File: src/sv/ftr_pkg.sv
// Shared types, codes and font table for the text rectangle renderer.
// Used by ftr_ctrl, ftr_dp and the top level; depends on nothing.
package ftr_pkg;

  // Configuration register indexes (word address)
  localparam logic [2:0] REG_ORIGIN_X    = 3'd0;
  localparam logic [2:0] REG_ORIGIN_Y    = 3'd1;
  localparam logic [2:0] REG_FORE_COLOR  = 3'd2;
  localparam logic [2:0] REG_BACK_COLOR  = 3'd3;
  localparam logic [2:0] REG_PIXEL_SCALE = 3'd4;

  // Draw kinds on the result word
  localparam logic DRAW_FILL    = 1'b0;
  localparam logic DRAW_OUTLINE = 1'b1;

  // Special character codes
  localparam logic [7:0] CHAR_NUL     = 8'd0;
  localparam logic [7:0] CHAR_NEWLINE = 8'd10;
  localparam logic [7:0] CHAR_SPACE   = 8'd32;

  // Glyph geometry
  localparam logic [2:0] GLYPH_LAST_COL = 3'd4;
  localparam logic [2:0] GLYPH_LAST_ROW = 3'd6;

  typedef enum logic [2:0] {
    CLS_NONE,
    CLS_NEWLINE,
    CLS_SPACE,
    CLS_OTHER,
    CLS_GLYPH
  } ftr_cls_t;

  typedef enum logic [2:0] {
    S_IDLE,
    S_SPACE,
    S_FILL,
    S_OUTLINE,
    S_GLYPH
  } ftr_state_t;

  typedef enum logic [1:0] {
    OP_SPACE,
    OP_FILL,
    OP_OUTLINE,
    OP_PIXEL
  } ftr_op_t;

  // Controller to datapath
  typedef struct packed {
    logic    in_ready;
    logic    emit;
    ftr_op_t op;
    logic    advance;
  } ftr_cmd_t;

  // Datapath to controller
  typedef struct packed {
    logic     in_valid;
    ftr_cls_t in_cls;
    logic     last_px;
    logic     out_free;
  } ftr_sts_t;

  // 5x7 font, A-Z then 0-9; each entry is one column, bit 0 the top row
  localparam logic [6:0] GLYPH_ROM [36][5] = '{
    '{7'h1E, 7'h05, 7'h05, 7'h05, 7'h1E}, '{7'h1F, 7'h15, 7'h15, 7'h15, 7'h0A},
    '{7'h0E, 7'h11, 7'h11, 7'h11, 7'h11}, '{7'h1F, 7'h11, 7'h11, 7'h11, 7'h0E},
    '{7'h1F, 7'h15, 7'h15, 7'h11, 7'h11}, '{7'h1F, 7'h05, 7'h05, 7'h01, 7'h01},
    '{7'h0E, 7'h11, 7'h15, 7'h15, 7'h1D}, '{7'h1F, 7'h04, 7'h04, 7'h04, 7'h1F},
    '{7'h11, 7'h11, 7'h1F, 7'h11, 7'h11}, '{7'h08, 7'h10, 7'h10, 7'h10, 7'h0F},
    '{7'h1F, 7'h04, 7'h0A, 7'h11, 7'h11}, '{7'h1F, 7'h10, 7'h10, 7'h10, 7'h10},
    '{7'h1F, 7'h02, 7'h04, 7'h02, 7'h1F}, '{7'h1F, 7'h02, 7'h04, 7'h08, 7'h1F},
    '{7'h0E, 7'h11, 7'h11, 7'h11, 7'h0E}, '{7'h1F, 7'h05, 7'h05, 7'h05, 7'h02},
    '{7'h0E, 7'h11, 7'h19, 7'h11, 7'h1E}, '{7'h1F, 7'h05, 7'h0D, 7'h15, 7'h12},
    '{7'h12, 7'h15, 7'h15, 7'h15, 7'h09}, '{7'h01, 7'h01, 7'h1F, 7'h01, 7'h01},
    '{7'h0F, 7'h10, 7'h10, 7'h10, 7'h0F}, '{7'h07, 7'h08, 7'h10, 7'h08, 7'h07},
    '{7'h1F, 7'h08, 7'h04, 7'h08, 7'h1F}, '{7'h11, 7'h0A, 7'h04, 7'h0A, 7'h11},
    '{7'h03, 7'h04, 7'h18, 7'h04, 7'h03}, '{7'h19, 7'h15, 7'h15, 7'h13, 7'h11},
    '{7'h0E, 7'h13, 7'h15, 7'h19, 7'h0E}, '{7'h00, 7'h12, 7'h1F, 7'h10, 7'h00},
    '{7'h12, 7'h19, 7'h15, 7'h15, 7'h12}, '{7'h11, 7'h15, 7'h15, 7'h15, 7'h0A},
    '{7'h07, 7'h04, 7'h04, 7'h1F, 7'h04}, '{7'h17, 7'h15, 7'h15, 7'h15, 7'h09},
    '{7'h0E, 7'h15, 7'h15, 7'h15, 7'h08}, '{7'h01, 7'h01, 7'h19, 7'h05, 7'h03},
    '{7'h0A, 7'h15, 7'h15, 7'h15, 7'h0A}, '{7'h02, 7'h15, 7'h15, 7'h15, 7'h0E}
  };

  // Sort a character code into the kind of drawing it needs
  function automatic ftr_cls_t char_class(input logic [7:0] code);
    ftr_cls_t cls;
    if (code == CHAR_NUL) begin
      cls = CLS_NONE;
    end else if (code == CHAR_NEWLINE) begin
      cls = CLS_NEWLINE;
    end else if (code == CHAR_SPACE) begin
      cls = CLS_SPACE;
    end else if ((code >= 8'h41 && code <= 8'h5A) || (code >= 8'h61 && code <= 8'h7A) ||
                 (code >= 8'h30 && code <= 8'h39)) begin
      cls = CLS_GLYPH;
    end else begin
      cls = CLS_OTHER;
    end
    return cls;
  endfunction

  // Font table row for a letter or digit; lowercase folds to uppercase
  function automatic logic [5:0] glyph_index(input logic [7:0] code);
    logic [7:0] idx;
    if (code >= 8'h61) begin
      idx = code - 8'h61;
    end else if (code >= 8'h41) begin
      idx = code - 8'h41;
    end else begin
      idx = code - 8'h30 + 8'd26;
    end
    return idx[5:0];
  endfunction

endpackage

File: src/sv/ftr_if.sv
// Handshake channels of the text rectangle renderer: character words in,
// rectangle command words out. No dependencies.
interface ftr_in_if;
  logic       valid;
  logic       ready;
  logic [7:0] char_code;
  logic       string_start;

  modport source (output valid, char_code, string_start, input ready);
  modport sink   (input valid, char_code, string_start, output ready);
endinterface

interface ftr_out_if;
  logic        valid;
  logic        ready;
  logic [15:0] rect_x;
  logic [15:0] rect_y;
  logic [10:0] rect_w;
  logic [10:0] rect_h;
  logic [15:0] rect_color;
  logic        draw_kind;
  logic        last_of_char;

  modport source (output valid, rect_x, rect_y, rect_w, rect_h, rect_color, draw_kind,
                  last_of_char, input ready);
  modport sink   (input valid, rect_x, rect_y, rect_w, rect_h, rect_color, draw_kind,
                  last_of_char, output ready);
endinterface

File: src/sv/ftr_ctrl.sv
// Sequencer of the text rectangle renderer: takes one character word and
// steps through its rectangle commands. Depends on ftr_pkg.
module ftr_ctrl (
  input  logic              clk,
  input  logic              rst_n,
  input  ftr_pkg::ftr_sts_t sts,
  output ftr_pkg::ftr_cmd_t cmd
);

  ftr_pkg::ftr_state_t state_r, state_nxt;

  // State register
  always_ff @(posedge clk) begin
    if (!rst_n) begin
      state_r <= ftr_pkg::S_IDLE;
    end else begin
      state_r <= state_nxt;
    end
  end

  // Next state
  always_comb begin
    state_nxt = state_r;
    case (state_r)
      ftr_pkg::S_IDLE: begin
        if (sts.in_valid) begin
          case (sts.in_cls)
            ftr_pkg::CLS_SPACE: state_nxt = ftr_pkg::S_SPACE;
            ftr_pkg::CLS_OTHER: state_nxt = ftr_pkg::S_FILL;
            ftr_pkg::CLS_GLYPH: state_nxt = ftr_pkg::S_GLYPH;
            default:            state_nxt = ftr_pkg::S_IDLE;
          endcase
        end
      end
      ftr_pkg::S_SPACE: begin
        if (sts.out_free) state_nxt = ftr_pkg::S_IDLE;
      end
      ftr_pkg::S_FILL: begin
        if (sts.out_free) state_nxt = ftr_pkg::S_OUTLINE;
      end
      ftr_pkg::S_OUTLINE: begin
        if (sts.out_free) state_nxt = ftr_pkg::S_IDLE;
      end
      ftr_pkg::S_GLYPH: begin
        if (sts.out_free && sts.last_px) state_nxt = ftr_pkg::S_IDLE;
      end
      default: state_nxt = ftr_pkg::S_IDLE;
    endcase
  end

  // Commands: take input words in idle; in the other states emit a word whenever the output register has room
  always_comb begin
    cmd.in_ready = 1'b0;
    cmd.emit     = 1'b0;
    cmd.op       = ftr_pkg::OP_PIXEL;
    cmd.advance  = 1'b0;
    case (state_r)
      ftr_pkg::S_IDLE: begin
        // hold off input words while in reset
        cmd.in_ready = rst_n;
      end
      ftr_pkg::S_SPACE: begin
        cmd.emit    = sts.out_free;
        cmd.op      = ftr_pkg::OP_SPACE;
        cmd.advance = sts.out_free;
      end
      ftr_pkg::S_FILL: begin
        cmd.emit = sts.out_free;
        cmd.op   = ftr_pkg::OP_FILL;
      end
      ftr_pkg::S_OUTLINE: begin
        cmd.emit    = sts.out_free;
        cmd.op      = ftr_pkg::OP_OUTLINE;
        cmd.advance = sts.out_free;
      end
      ftr_pkg::S_GLYPH: begin
        cmd.emit    = sts.out_free;
        cmd.op      = ftr_pkg::OP_PIXEL;
        cmd.advance = sts.out_free && sts.last_px;
      end
      default: begin
        cmd.in_ready = 1'b0;
      end
    endcase
  end

endmodule

File: src/sv/ftr_dp.sv
// Datapath of the text rectangle renderer: configuration registers, cursor,
// glyph walk counters and the output register. Depends on ftr_pkg, ftr_if.
module ftr_dp (
  input  logic              clk,
  input  logic              rst_n,
  input  ftr_pkg::ftr_cmd_t cmd,
  output ftr_pkg::ftr_sts_t sts,
  ftr_in_if.sink            in_ch,
  ftr_out_if.source         out_ch,
  input  logic              psel,
  input  logic              penable,
  input  logic              pwrite,
  input  logic [4:0]        paddr,
  input  logic [31:0]       pwdata,
  output logic [31:0]       prdata,
  output logic              pready
);

  logic [15:0] origin_x_r, origin_y_r, fore_color_r, back_color_r;
  logic [7:0]  pixel_scale_r;
  logic [15:0] cur_col_r, cur_col_nxt, cur_row_r, cur_row_nxt;
  logic [5:0]  idx_r;
  logic [2:0]  col_r, row_r;
  logic [10:0] x_off_r, y_off_r;
  logic        out_valid_r, out_valid_nxt;
  logic [15:0] rect_x_r, rect_y_r, rect_color_r;
  logic [10:0] rect_w_r, rect_h_r;
  logic        draw_kind_r, last_r;

  logic [7:0]  scale;
  logic [10:0] scale_w, w5, w6, w7, w8;
  logic        accept, cfg_wr, last_px, px_on;
  logic [15:0] base_col, base_row;
  logic [6:0]  glyph_col;

  // Effective scale and its fixed multiples
  assign scale   = (pixel_scale_r == 8'd0) ? 8'd1 : pixel_scale_r;
  assign scale_w = {3'b000, scale};
  assign w5      = scale_w * 11'd5;
  assign w6      = scale_w * 11'd6;
  assign w7      = scale_w * 11'd7;
  assign w8      = {scale, 3'b000};

  assign accept  = in_ch.valid && cmd.in_ready;
  assign last_px = (col_r == ftr_pkg::GLYPH_LAST_COL) && (row_r == ftr_pkg::GLYPH_LAST_ROW);

  assign glyph_col = ftr_pkg::GLYPH_ROM[idx_r][col_r];
  assign px_on     = glyph_col[row_r];

  // Status to the sequencer
  assign sts.in_valid = in_ch.valid;
  assign sts.in_cls   = ftr_pkg::char_class(in_ch.char_code);
  assign sts.last_px  = last_px;
  assign sts.out_free = !out_valid_r || out_ch.ready;

  assign in_ch.ready = cmd.in_ready;

  // Configuration port
  assign pready = 1'b1;
  assign cfg_wr = psel && penable && pwrite;

  always_ff @(posedge clk) begin
    if (!rst_n) begin
      origin_x_r    <= 16'd0;
      origin_y_r    <= 16'd0;
      fore_color_r  <= 16'hFFFF;
      back_color_r  <= 16'd0;
      pixel_scale_r <= 8'd1;
    end else if (cfg_wr) begin
      case (paddr[4:2])
        ftr_pkg::REG_ORIGIN_X:    origin_x_r    <= pwdata[15:0];
        ftr_pkg::REG_ORIGIN_Y:    origin_y_r    <= pwdata[15:0];
        ftr_pkg::REG_FORE_COLOR:  fore_color_r  <= pwdata[15:0];
        ftr_pkg::REG_BACK_COLOR:  back_color_r  <= pwdata[15:0];
        ftr_pkg::REG_PIXEL_SCALE: pixel_scale_r <= pwdata[7:0];
        default: ;
      endcase
    end
  end

  always_comb begin
    case (paddr[4:2])
      ftr_pkg::REG_ORIGIN_X:    prdata = {16'd0, origin_x_r};
      ftr_pkg::REG_ORIGIN_Y:    prdata = {16'd0, origin_y_r};
      ftr_pkg::REG_FORE_COLOR:  prdata = {16'd0, fore_color_r};
      ftr_pkg::REG_BACK_COLOR:  prdata = {16'd0, back_color_r};
      ftr_pkg::REG_PIXEL_SCALE: prdata = {24'd0, pixel_scale_r};
      default:                  prdata = 32'd0;
    endcase
  end

  // Cursor: restart on string start, move down on newline, step after a char
  assign base_col = in_ch.string_start ? origin_x_r : cur_col_r;
  assign base_row = in_ch.string_start ? origin_y_r : cur_row_r;

  always_comb begin
    cur_col_nxt = cur_col_r;
    cur_row_nxt = cur_row_r;
    if (accept) begin
      cur_col_nxt = base_col;
      cur_row_nxt = base_row;
      if (ftr_pkg::char_class(in_ch.char_code) == ftr_pkg::CLS_NEWLINE) begin
        cur_col_nxt = origin_x_r;
        cur_row_nxt = base_row + {5'd0, w8};
      end
    end else if (cmd.advance) begin
      cur_col_nxt = cur_col_r + {5'd0, w6};
    end
  end

  always_ff @(posedge clk) begin
    if (!rst_n) begin
      cur_col_r <= 16'd0;
      cur_row_r <= 16'd0;
    end else begin
      cur_col_r <= cur_col_nxt;
      cur_row_r <= cur_row_nxt;
    end
  end

  // Glyph walk: row inner, column outer, offsets track count times scale
  always_ff @(posedge clk) begin
    if (!rst_n) begin
      col_r   <= 3'd0;
      row_r   <= 3'd0;
      x_off_r <= 11'd0;
      y_off_r <= 11'd0;
    end else if (accept) begin
      col_r   <= 3'd0;
      row_r   <= 3'd0;
      x_off_r <= 11'd0;
      y_off_r <= 11'd0;
    end else if (cmd.emit && cmd.op == ftr_pkg::OP_PIXEL) begin
      if (row_r == ftr_pkg::GLYPH_LAST_ROW) begin
        row_r   <= 3'd0;
        y_off_r <= 11'd0;
        col_r   <= col_r + 3'd1;
        x_off_r <= x_off_r + scale_w;
      end else begin
        row_r   <= row_r + 3'd1;
        y_off_r <= y_off_r + scale_w;
      end
    end
  end

  // Hold the font row of the accepted character
  always_ff @(posedge clk) begin
    if (accept) begin
      idx_r <= ftr_pkg::glyph_index(in_ch.char_code);
    end
  end

  // Output register: load on emit, drop when taken
  always_comb begin
    out_valid_nxt = out_valid_r;
    if (cmd.emit) begin
      out_valid_nxt = 1'b1;
    end else if (out_ch.ready) begin
      out_valid_nxt = 1'b0;
    end
  end

  always_ff @(posedge clk) begin
    if (!rst_n) begin
      out_valid_r <= 1'b0;
    end else begin
      out_valid_r <= out_valid_nxt;
    end
  end

  always_ff @(posedge clk) begin
    if (cmd.emit) begin
      case (cmd.op)
        ftr_pkg::OP_SPACE: begin
          rect_x_r     <= cur_col_r;
          rect_y_r     <= cur_row_r;
          rect_w_r     <= w6;
          rect_h_r     <= w7;
          rect_color_r <= back_color_r;
          draw_kind_r  <= ftr_pkg::DRAW_FILL;
          last_r       <= 1'b1;
        end
        ftr_pkg::OP_FILL: begin
          rect_x_r     <= cur_col_r;
          rect_y_r     <= cur_row_r;
          rect_w_r     <= w5;
          rect_h_r     <= w7;
          rect_color_r <= back_color_r;
          draw_kind_r  <= ftr_pkg::DRAW_FILL;
          last_r       <= 1'b0;
        end
        ftr_pkg::OP_OUTLINE: begin
          rect_x_r     <= cur_col_r;
          rect_y_r     <= cur_row_r;
          rect_w_r     <= w5;
          rect_h_r     <= w7;
          rect_color_r <= fore_color_r;
          draw_kind_r  <= ftr_pkg::DRAW_OUTLINE;
          last_r       <= 1'b1;
        end
        default: begin
          rect_x_r     <= cur_col_r + {5'd0, x_off_r};
          rect_y_r     <= cur_row_r + {5'd0, y_off_r};
          rect_w_r     <= scale_w;
          rect_h_r     <= scale_w;
          rect_color_r <= px_on ? fore_color_r : back_color_r;
          draw_kind_r  <= ftr_pkg::DRAW_FILL;
          last_r       <= last_px;
        end
      endcase
    end
  end

  assign out_ch.valid        = out_valid_r;
  assign out_ch.rect_x       = rect_x_r;
  assign out_ch.rect_y       = rect_y_r;
  assign out_ch.rect_w       = rect_w_r;
  assign out_ch.rect_h       = rect_h_r;
  assign out_ch.rect_color   = rect_color_r;
  assign out_ch.draw_kind    = draw_kind_r;
  assign out_ch.last_of_char = last_r;

endmodule

File: src/sv/font_text_rect_renderer.sv
// Top level of the text rectangle renderer: joins the sequencer and datapath.
// Depends on ftr_pkg, ftr_if, ftr_ctrl and ftr_dp.
//
//   channel   | direction | protocol        | word
//   in_ch     | in        | valid/ready     | char_code, string_start
//   out_ch    | out       | valid/ready     | rect_x/y/w/h, rect_color, draw_kind, last
//   psel...   | in/out    | APB, 32-bit     | origin_x/y, fore/back_color, pixel_scale
//
// One character word is taken, then its commands leave one per cycle while out_ch
// is ready, through a single output register: a letter or digit gives 35 words,
// a space 1, any other drawn code 2, newline and code zero none. The sequencer
// handles one character at a time. Reset is synchronous (rst_n low) and restores
// register defaults, cursor at 0,0. A stalled out_ch holds the sequencer in place.
module font_text_rect_renderer (
  input  logic        clk,
  input  logic        rst_n,
  ftr_in_if.sink      in_ch,
  ftr_out_if.source   out_ch,
  input  logic        psel,
  input  logic        penable,
  input  logic        pwrite,
  input  logic [4:0]  paddr,
  input  logic [31:0] pwdata,
  output logic [31:0] prdata,
  output logic        pready
);

  ftr_pkg::ftr_cmd_t cmd;
  ftr_pkg::ftr_sts_t sts;

  ftr_ctrl u_ctrl (
    .clk   (clk),
    .rst_n (rst_n),
    .sts   (sts),
    .cmd   (cmd)
  );

  ftr_dp u_dp (
    .clk     (clk),
    .rst_n   (rst_n),
    .cmd     (cmd),
    .sts     (sts),
    .in_ch   (in_ch),
    .out_ch  (out_ch),
    .psel    (psel),
    .penable (penable),
    .pwrite  (pwrite),
    .paddr   (paddr),
    .pwdata  (pwdata),
    .prdata  (prdata),
    .pready  (pready)
  );

endmodule
File: src/flat_wrapper.sv
// flat-port wrapper written by rule: the top's interface ports become plain ports
module font_text_rect_renderer_flat 
  (clk, rst_n, psel, penable, pwrite, paddr, pwdata, prdata, pready, in_ch_valid, in_ch_char_code, in_ch_string_start, in_ch_ready, out_ch_valid, out_ch_rect_x, out_ch_rect_y, out_ch_rect_w, out_ch_rect_h, out_ch_rect_color, out_ch_draw_kind, out_ch_last_of_char, out_ch_ready);
  ftr_in_if in_ch_i ();
  ftr_out_if out_ch_i ();
  input  logic clk;
  input  logic rst_n;
  input  logic psel;
  input  logic penable;
  input  logic pwrite;
  input  logic [4:0] paddr;
  input  logic [31:0] pwdata;
  output logic [31:0] prdata;
  output logic pready;
  input wire logic [$bits(in_ch_i.valid)-1:0] in_ch_valid;
  input wire logic [$bits(in_ch_i.char_code)-1:0] in_ch_char_code;
  input wire logic [$bits(in_ch_i.string_start)-1:0] in_ch_string_start;
  output wire logic [$bits(in_ch_i.ready)-1:0] in_ch_ready;
  output wire logic [$bits(out_ch_i.valid)-1:0] out_ch_valid;
  output wire logic [$bits(out_ch_i.rect_x)-1:0] out_ch_rect_x;
  output wire logic [$bits(out_ch_i.rect_y)-1:0] out_ch_rect_y;
  output wire logic [$bits(out_ch_i.rect_w)-1:0] out_ch_rect_w;
  output wire logic [$bits(out_ch_i.rect_h)-1:0] out_ch_rect_h;
  output wire logic [$bits(out_ch_i.rect_color)-1:0] out_ch_rect_color;
  output wire logic [$bits(out_ch_i.draw_kind)-1:0] out_ch_draw_kind;
  output wire logic [$bits(out_ch_i.last_of_char)-1:0] out_ch_last_of_char;
  input wire logic [$bits(out_ch_i.ready)-1:0] out_ch_ready;
  assign in_ch_i.valid = in_ch_valid;
  assign in_ch_i.char_code = in_ch_char_code;
  assign in_ch_i.string_start = in_ch_string_start;
  assign in_ch_ready = in_ch_i.ready;
  assign out_ch_valid = out_ch_i.valid;
  assign out_ch_rect_x = out_ch_i.rect_x;
  assign out_ch_rect_y = out_ch_i.rect_y;
  assign out_ch_rect_w = out_ch_i.rect_w;
  assign out_ch_rect_h = out_ch_i.rect_h;
  assign out_ch_rect_color = out_ch_i.rect_color;
  assign out_ch_draw_kind = out_ch_i.draw_kind;
  assign out_ch_last_of_char = out_ch_i.last_of_char;
  assign out_ch_i.ready = out_ch_ready;
  font_text_rect_renderer u_core (.clk(clk), .rst_n(rst_n), .in_ch(in_ch_i), .out_ch(out_ch_i), .psel(psel), .penable(penable), .pwrite(pwrite), .paddr(paddr), .pwdata(pwdata), .prdata(prdata), .pready(pready));
endmodule
File: config.mk
export PLATFORM = sky130hd
export DESIGN_NAME = font_text_rect_renderer_flat
export DESIGN_NICKNAME = d
export VERILOG_FILES = /design/src/sv/ftr_pkg.sv /design/src/sv/ftr_if.sv /design/src/sv/ftr_ctrl.sv /design/src/sv/ftr_dp.sv /design/src/sv/font_text_rect_renderer.sv /design/src/flat_wrapper.sv
export SDC_FILE = /design/constraint.sdc
export NUM_CORES = 1
export LEC_CHECK = 0
export ABC_AREA = 1
export BUFFER_PORTS_ARGS = -buffer_cell sky130_fd_sc_hd__buf_2
export CAP_MARGIN = 10
export CORE_MARGIN = 8
export CORE_UTILIZATION = 50
export CTS_CLUSTER_SIZE = 20
export DETAILED_ROUTE_END_ITERATION = 7
export PLACE_DENSITY = 0.72
export SLEW_MARGIN = 20
export SYNTH_ARGS = -nofsm -noshare
export SYNTH_HDL_FRONTEND = slang
export SYNTH_SLANG_ARGS = --single-unit
File: constraint.sdc
create_clock -name clk -period 14.6 [get_ports clk]
set_input_delay 2.92 -clock clk [delete_from_list [all_inputs] [get_ports clk]]
set_output_delay 2.92 -clock clk [all_outputs]
set_load 0.02 [all_outputs]
After elaboration in Yosys (flattened, before gate mapping) --
Memory sizes are Yosys's and may differ from the RTL's. Cells that the tools add are included.
Word-level totals: flip-flop bits (word level) 214, ROM bits 2240, bits of input ports 53, output and inout port bits 107, logic and storage cells 151, memories kept 1
Memory list:
- (no name shown) | words 64, width 35, read ports 1, clocked after Yosys merged registers in 0, wr ports 0, RTL line ftr_dp.sv:47 | assign glyph_col = ftr_pkg::GLYPH_ROM[idx_r][col_r];
Operators by class: add/subtract/negate cells 12, multiply operators 3, $lt $le $gt $ge 9, equal/unequal tests 24, muxes and demuxes 43, bitwise logic cells 3, reductions and logical operators 34
Operator list (count):
- $mux 16 | 9
- $pmux 16 s5 | 1
- $mux 35 | 2
- $add 16x11->16 | 4
- $pmux 16 s2 | 1
- $mux 3 | 10
- $pmux 3 s4 | 2
- $add 11x8->11 | 2
- $mul 8x3->11 const B | 2
- $pmux 11 s2 | 1
- $bmux 7 s3 | 1
- $eq 3x2->1 const B | 6
- $ge 8x7->1 const B | 2
- $le 8x7->1 const B | 2
- $logic_not 8->1 | 2
- $mux 8 | 2
- $eq 3x3->1 const B | 5
- $mux 7 | 2
- $reduce_and 2->1 | 7
- $mux 6 | 2
- $sub 6x6->6 const B | 2
- $mux 11 | 1
- $mul 8x2->10 const B | 1
- $reduce_or 2->1 | 5
- other kinds (31) | 54

Depth between registers and ports, before layout --
Gate-level depths: netlist (run 1).
word-level depth 12, gate-level depth with buffers 27

Modules after synthesis --
From an unflattened synthesis (run 1), not the netlist that was laid out.
Second synthesis, totals: cell total of the unflattened synthesis 2023, area, all modules 14606.5 um2
Modules (own cells, without submodules):
- ftr_dp | instances 1, cells an instance 1979, area an instance 14341.3 um2, sequential area each 5004.8 um2
- ftr_ctrl | instances 1, cells an instance 44, area an instance 265.3 um2, sequential area each 60.1 um2

Worst setup path before layout (run 1) --
Ideal clock, no wire load.
path type input-to-reg, start point input out_ch_ready, end point register u_core.u_dp.x_off_r[10], library setup time 0.115 ns, arrival time 7.338 ns, slack 7.147 ns, stages 9, buffers on the path 1, cells stage by stage nor2_1 > nor2_1 > nand2_1 > nor2_1 > buf_2 > nand3_1 > nor2_1 > a21oi_1 > o21a_1
On the way: word-level cells in the longest chain between the ends 4
Ends and longest elaborated chain:
- from (decl) | RTL line flat_wrapper.sv:27 | input wire logic [$bits(out_ch_i.ready)-1:0] out_ch_ready;
- $logic_or 1x1->1 | RTL line ftr_dp.sv:54 | assign sts.out_free = !out_valid_r || out_ch.ready;
- $pmux 3 s4 | RTL line ftr_ctrl.sv:57 | case (state_r)
- $logic_and 1x1->1 | RTL line ftr_dp.sv:133 | end else if (cmd.emit && cmd.op == ftr_pkg::OP_PIXEL) begin
- $reduce_and 2->1 (no line)
- to (signal assigned) | RTL line ftr_dp.sv:138 | x_off_r <= x_off_r + scale_w;
- to (decl) | RTL line ftr_dp.sv:24 | logic [10:0] x_off_r, y_off_r;
Every way passes these cells. A chain may end at the register's enable or synchronous reset.

Worst setup path after layout (run 1) --
start point input paddr[4], end point output prdata[0]
On the way: word-level cells in the longest chain between the ends 2, elaborated cells on any way between the ends 6, those cells by class 4 x eq/ne; 1 x mux; 1 x reduce/logical
Ends and longest elaborated chain:
- from (decl) | RTL line flat_wrapper.sv:11 | input logic [4:0] paddr;
- $eq 3x3->1, or another cell as far along | RTL line ftr_dp.sv:82 | case (paddr[4:2])
- $pmux 16 s5 * | RTL line ftr_dp.sv:82
- to (decl) | RTL line flat_wrapper.sv:13 | output logic [31:0] prdata;
Every way passes the cells marked *; elsewhere a longest branch is shown, timed or not.

==> results of run 1 <==
==> synth_stat cells (2+ instances only) <==
master,count,share of area [%]
buf_4,21,1.1
xnor2_1,8,0.48
a211oi_1,3,0.16
o211ai_1,29,1.5
nand3b_1,4,0.21
conb_1,2,0.052
o31ai_1,7,0.36
inv_2,8,0.21
nor2_1,186,4.8
a21oi_1,155,5.3
buf_2,13,0.45
nand4_1,11,0.47
and3_1,2,0.086
buf_6,4,0.31
dfxtp_1,136,19
o22ai_1,28,1.2
nand2_1,457,12
o2111ai_1,8,0.48
o21bai_1,5,0.26
nor2_2,5,0.22
or2_2,11,0.47
o21ai_1,5,0.17
edfxtp_1,78,16
o21ai_0,191,6.6
o221ai_1,4,0.24
nand2_2,5,0.22
xor2_1,37,2.2
clkbuf_1,47,1.2
buf_1,2,0.052
o21a_1,4,0.21
a221oi_1,11,0.66
a31oi_1,14,0.60
inv_1,227,5.9
a22oi_1,2,0.10
nand3_1,128,4.4
fa_1,10,1.4
nor3_1,17,0.59
clkinv_1,6,0.16
ha_1,109,9.4
and2_1,2,0.086
==> state kept, by name (all words and copies together), names as in the netlist, 6 cells and up <==
name and flops:
u_core.u_dp.x_off_r 11, u_core.u_dp.fore_color_r 16, u_core.u_dp.idx_r 6, u_core.u_dp.y_off_r 11
u_core.u_dp.cur_row_r 16, u_core.u_dp.cur_col_r 16, u_core.u_dp.out_ch.rect_x 16, u_core.u_dp.out_ch.rect_y 16
u_core.u_dp.out_ch.rect_h 11, u_core.u_dp.origin_x_r 16, u_core.u_dp.out_ch.rect_w 11, u_core.u_dp.origin_y_r 16
u_core.u_dp.back_color_r 16, u_core.u_dp.out_ch.rect_color 16, u_core.u_dp.pixel_scale_r 8
==> layout make-up <==
cell class	count	area [um2]	area share, %
Inverter	241	905	5.62
Clock inverter	6	60.1	0.373
Clock buffer	38	694	4.32
Timing Repair Buffer	137	718	4.47
Multi-Input combinational cell	1490	8160	50.7
Sequential cell	214	5060	31.5
Tap cell	384	480	2.99
==> kinds of logic after synthesis <==
| logic type | after synthesis | synth area share, % |
|---|---|---|
| muxes | 1 | 0.0689 |
| xor gates and xnor gates | 45 | 2.71 |
| buffers and inverters | 328 | 9.34 |
| other | 2 | 0.0517 |
| and+or+nand+nor | 832 | 23.6 |
| AOI/OAI and AO/OA | 476 | 18.6 |
| DFF | 214 | 34.9 |
| adders and majority gates | 119 | 10.8 |
==> routing by layer <==
layer	share of wire (%)	track usage, %	wire, um
met5	0.052	0	23
met1	45	33.1	19600
met3	8.1	3.47	3570
met2	44	37.9	19200
met4	3.6	9.48	1600
==> worst max-delay path by stage <==
stage | endpoint | slack, ns | cells past startpoint
floorplan | u_core.u_dp.x_off_r[10]$_SDFFE_PP0P_ | 7.15 | 9
global placement | prdata[3] | 6.96 | 5
detailed placement | prdata[3] | 6.97 | 8
CTS | prdata[0] | 6.95 | 5
global route | prdata[3] | 6.67 | 6
finish | prdata[0] | 6.84 | 5
==> where the power goes <==
group	total, mW	internal, mW	switching (mW)
clock network	0.596	0.344	0.252
logic	0.893	0.237	0.656
registers	0.881	0.807	0.0746
total	2.37	1.39	0.983
==> metrics by stage <==
stage                     instance area, um2  setup slack [ns]  hold WS [ns]
after global placement                 15300              6.96         0.455
after CTS                              16100              6.95         0.481
after floorplan                        14600              7.15         0.444
after global routing                   16100              6.67         0.501
final                                  16100              6.84         0.478
after detailed placement               15300              6.97         0.469
==> worst max-delay path: stages <==
cell,delay [ns]
buf_2,0.13
nor3_1,0.75
inv_1,0.37
o21ai_0,0.42
buf_2,0.24
==> impl_results.md, run 1 <==
- # Max-Cap Violations: 0
- Num ports: 160
- Register area share after synthesis: 34.9%
- Most common cell after layout, fill and taps aside: nand2_1
- GRT Overall Usage: about a quarter
- Hold_buf cts: 0
- Skew-Pair Late Insertion Delay: roughly 0.53 ns
- Reg2Reg Setup Slack: slightly below 10 ns
- Routed WL: between 40000 and 50000 um
- Initial antenna violation count: 2
- Max Clock Freq: between 0.1 and 0.15 GHz
- Crit path DAT: 4.84 ns
- Fillers: 2659
- Hold Fails Final Rpt: 0
- Row cnt: a little over 60
- Largest net degree at the start of global routing: 88
- Hold Path Class: reg -> reg
- Dpl cells: 2466
- Initial core utilization: 50.7%
- Distinct cell type count after synthesis: 55
- Fraction of registers with async set or reset after synthesis: 0%
- Post-Syn Instances: 2017
- Post-route clock period utilization: 53.1%
- Data required, critical path: ~12 ns
- Crit. End Element: output port
- Setup violators final: 0
- Syn_area_per_cell: slightly above 7 um2
- Area of the core: 28600 um2
- Layout cells sized above 1: around a tenth
- Clock transition at path regs: about 0.060 ns
- # clock sinks: 214
- Area delta synth->final: 10.8%
- Crit path from: paddr[4]
- Main flop type after synthesis: dfxtp_1
- Warnings from Yosys: 0
- Hold Crit Depth: 2
- CTS tree: yes
- #FFs+latches synth: 214
- Cell Area, Synth: around 15000 um2
- Worst r2r dst: u_core.u_dp.cur_col_r[15]$_SDFFE_PN0P_
- Drt drc: 0
- H-tree Lvls: 1
- Most frequent cells in the layout: nand2_1 (457), inv_1 (227), o21ai_0 (191)
- Routed len/inst: 17.6 um
- Slew Limit Fails: 0
- Final nets: about 2300
- Post-synth EDFFs: slightly below 80
- First-pass GRT wire length: ~70000 um
- CP startpoint kind: input port
- Largest buffer count on any clock path: 3
- Maximum vdd drop: 117 uV
- GR Overflow Total: 0
- Outcome: finished clean
- DP HPWL: approximately 33000 um
- Die ar.: about 35000 um2
- Final GP Congestion: between 0.9 and 1
- Worst Path Max Fanout: 10
- Final Non-Filler Cells: between 2000 and 3000
- Antenna diodes: 0
- P_leak: 7.42 nW
- Post-CTS setup buffer count: 0
- Port Buf Inserts: between 100 and 150
- Reg2reg start: u_core.u_dp.pixel_scale_r[3]$_SDFFE_PN0P_
- Num CTS Buffers: 24
- Die height: around 190 um
- Via-per-instance ratio: approximately 5.6
- WS Path Type: in -> out
- First-pass iteration count of the detailed router: 5
- Max transition margin: 28.3%
- Total power: roughly 2.4 mW
- Hold EP: u_core.u_dp.cur_col_r[15]$_SDFFE_PN0P_
- Power Dens Cells: between 100 and 150 nW/um2
- Final TNS setup: 0 ns
- Chip Width: approximately 190 um
- Final Util: approximately 56%
- Post-CTS Resized: 0
- Setup Skew: roughly 0.015 ns
- Fin crit period: slightly below 8 ns
- DRT antenna net count: 0
- Via count: ~14000
- Drt first-iter violations: around 1400
- RSZ-0062 raised after global routing: no
- Hold path start: u_core.u_dp.cur_col_r[15]$_SDFFE_PN0P_
- Vias in the first global route: between 10000 and 15000
- Reg2Reg Depth: 25
- Transition time of the tightest slew-check pin: 1.07 ns
- Root Buffer: clkbuf_16
No activity file was read; power rests on OpenSTA's default activity.
==> inputs of run 2 (changes only) <==
==> constraint.sdc (replaced) <==
create_clock -name clk -period 7.3 [get_ports clk]
set_input_delay 1.46 -clock clk [delete_from_list [all_inputs] [get_ports clk]]
set_output_delay 1.46 -clock clk [all_outputs]
set_load 0.02 [all_outputs]
==> run 2 against run 1 <==
Total power increased by 100%. Clock power grew 110%. Flip-flop and latch count unchanged. Largest power group unchanged. Highest routed layer is now met4.
==> impl_results.md, run 2 (synthesis results as in run 1) <==
- Worst Setup EP: prdata[2] (was prdata[0])
- Chip Width: 186 um (unchanged)
- Maximum vdd drop: 266 uV (was 117 uV)
- RSZ-0062 raised after global routing: no (unchanged)
- Num ports: 160 (unchanged)
- Post-Layout Inst Area: 16200 um2 (was 16100 um2)
- Largest buffer count on any clock path: 3 (unchanged)
- Outcome: finished clean (unchanged)
- Final Non-Filler Cells: 2513 (was 2510)
- Initial antenna violation count: 1 (was 2)
- Setup violators final: 0 (unchanged)
- Max transition margin: 29.4% (was 28.3%)
- Final TNS setup: 0 ns (unchanged)
- Antenna diodes: 0 (unchanged)
- Crit path DAT: 3.44 ns (was 4.84 ns)
- Power Dens Cells: 298 nW/um2 (was 147 nW/um2)
- Via count: 14000 (was 14100)
- Initial core utilization: 50.7% (unchanged)
- # Max-Cap Violations: 0 (unchanged)
- Most frequent cells in the layout: nand2_1 (457), inv_1 (227), o21ai_0 (191) (unchanged)
- GR Overflow Total: 0 (unchanged)
- Crit. End Element: output port (unchanged)
- Post-CTS setup buffer count: 0 (unchanged)
- DRT antenna net count: 0 (unchanged)
- Fillers: 2691 (was 2659)
- Row cnt: 62 (unchanged)
- Reg2reg start: u_core.u_dp.pixel_scale_r[3]$_SDFFE_PN0P_ (unchanged)
- Die ar.: 34700 um2 (unchanged)
- P_leak: 7.47 nW (was 7.42 nW)
- Skew-Pair Late Insertion Delay: 0.52 ns (was 0.53 ns)
- Crit path from: paddr[4] (unchanged)
- Final GP Congestion: 0.944 (was 0.948)
- H-tree Lvls: 1 (unchanged)
- Routed WL: 43700 um (was 44100 um)
- Vias in the first global route: 13400 (was 13100)
- First-pass iteration count of the detailed router: 6 (was 5)
- First-pass GRT wire length: 70000 um (was 69700 um)
- GRT Overall Usage: 24.1% (about the same)
- Data required, critical path: 5.84 ns (was 11.68 ns)
- Reg2Reg Depth: 22 (was 25)
- DP HPWL: 32500 um (was 32800 um)
- Final Hold Slack: 0.471 ns (was 0.478 ns)
- Max Clock Freq: ~0.20 GHz
- CTS tree: yes (unchanged)
- Area of the core: 28600 um2 (unchanged)
- Clock transition at path regs: 0.06 ns (about the same)
- Port Buf Inserts: 124 (unchanged)
- Hold Fails Final Rpt: 0 (unchanged)
- Worst Path Max Fanout: 10 (unchanged)
- Fin crit period: between 4 and 5 ns
- Root Buffer: clkbuf_16 (unchanged)
- Slew Limit Fails: 0 (unchanged)
- Most common cell after layout, fill and taps aside: nand2_1 (unchanged)
- DP Area: 15300 um2 (about the same)
- Num CTS Buffers: 25 (was 24)
- Reg2Reg Setup Slack: 2.73 ns (was 9.94 ns)
- Pre-CTS WS: 2.30 ns (was 6.97 ns)
- Worst r2r dst: u_core.u_dp.cur_col_r[14]$_SDFFE_PN0P_ (was u_core.u_dp.cur_col_r[15]$_SDFFE_PN0P_)
- Transition time of the tightest slew-check pin: 1.06 ns (was 1.07 ns)
- Largest net degree at the start of global routing: 88 (unchanged)
- Final nets: 2283 (was 2280)
- Via-per-instance ratio: 5.57 (was 5.63)
- CP startpoint kind: input port (unchanged)
- Hold Path Class: reg -> reg (unchanged)
- Dpl cells: 2468 (was 2466)
- Area delta synth->final: 11.4% (was 10.8%)
- Hold_buf cts: 0 (unchanged)
- Drt drc: 0 (unchanged)
- Drt first-iter violations: 1368 (was 1362)
- Post-CTS Resized: 0 (unchanged)
- Final WS setup: 2.40 ns (was 6.84 ns)
- WS Path Type: in -> out (unchanged)
- Post-route clock period utilization: between 60% and 70%
- Setup Skew: 0.0167 ns (was 0.0147 ns)
- Routed len/inst: 17.4 um (was 17.6 um)
- Die height: 186 um (unchanged)
- # clock sinks: 214 (unchanged)
- Layout cells sized above 1: 9.86% (was 9.60%)
-- run 2: cell count changes in the layout (fill, tap and decap cells not counted) --
cell        before  now
clkbuf_1        11    6
clkinv_1         6    8
clkbuf_8         2    6
clkinvlp_4       1    0
inv_6            1    2
bufinv_16        1    2
inv_2            9    8
buf_4           13   15
-- run 2: layout make-up --
cell class / count / area [um2] / share of cell area, %
Clock buffer: 37 / 731 / 4.52
Clock inverter: 8 / 95.1 / 0.588
Inverter: 241 / 905 / 5.59
Multi-Input combinational cell: 1490 / 8160 / 50.5
Sequential cell: 214 / 5060 / 31.3
Tap cell: 384 / 480 / 2.97
Timing Repair Buffer: 139 / 733 / 4.53
-- run 2: through the flow --
step	utilization [%]	power [mW]
6_report	56.5	4.82
2_1_floorplan	-	3.00
5_1_grt	56.5	5.10
3_3_place_gp	53.6	3.56
4_1_cts	56.5	4.84
3_5_place_dp	53.6	3.58
-- run 2: report_power, final --
part | switching [mW] | internal [mW] | total (mW) | leakage [nW]
logic | 1.32 | 0.480 | 1.80 | 5.20
registers | 0.147 | 1.61 | 1.76 | 1.86
clock network | 0.503 | 0.761 | 1.26 | 0.407
-- run 2: how the worst min path moves through the flow --
| stage | startpoint | end | slack, ns | depth (start not counted) |
|---|---|---|---|---|
| 5_1_grt | u_core.u_dp.cur_col_r[15]$_SDFFE_PN0P_ | u_core.u_dp.cur_col_r[15]$_SDFFE_PN0P_ | 0.51 | 2 |
| 4_1_cts | u_core.u_dp.cur_col_r[15]$_SDFFE_PN0P_ | u_core.u_dp.cur_col_r[15]$_SDFFE_PN0P_ | 0.47 | 2 |
| 3_5_place_dp | u_core.u_dp.cur_col_r[15]$_SDFFE_PN0P_ | u_core.u_dp.cur_col_r[15]$_SDFFE_PN0P_ | 0.47 | 2 |
| 2_1_floorplan | u_core.u_dp.origin_x_r[12]$_SDFFE_PN0P_ | u_core.u_dp.origin_x_r[12]$_SDFFE_PN0P_ | 0.44 | 2 |
| 3_3_place_gp | u_core.u_dp.cur_col_r[15]$_SDFFE_PN0P_ | u_core.u_dp.cur_col_r[15]$_SDFFE_PN0P_ | 0.46 | 2 |
| 6_report | u_core.u_dp.cur_col_r[15]$_SDFFE_PN0P_ | u_core.u_dp.cur_col_r[15]$_SDFFE_PN0P_ | 0.47 | 2 |
-- run 2: per-layer routing --
metal	vias to the layer above	wire length (um)	GRT usage, %
met3	91	3560	3.93
li1	6950	-	-
met1	6426	19800	33.1
met5	-	0	0
met2	538	19000	38.0
met4	0	1340	8.37
-- run 2: critical path: stages --
cell	delay [ns]
buf_2	0.13
nor3_1	0.80
inv_1	0.39
o21ai_0	0.42
buf_2	0.24
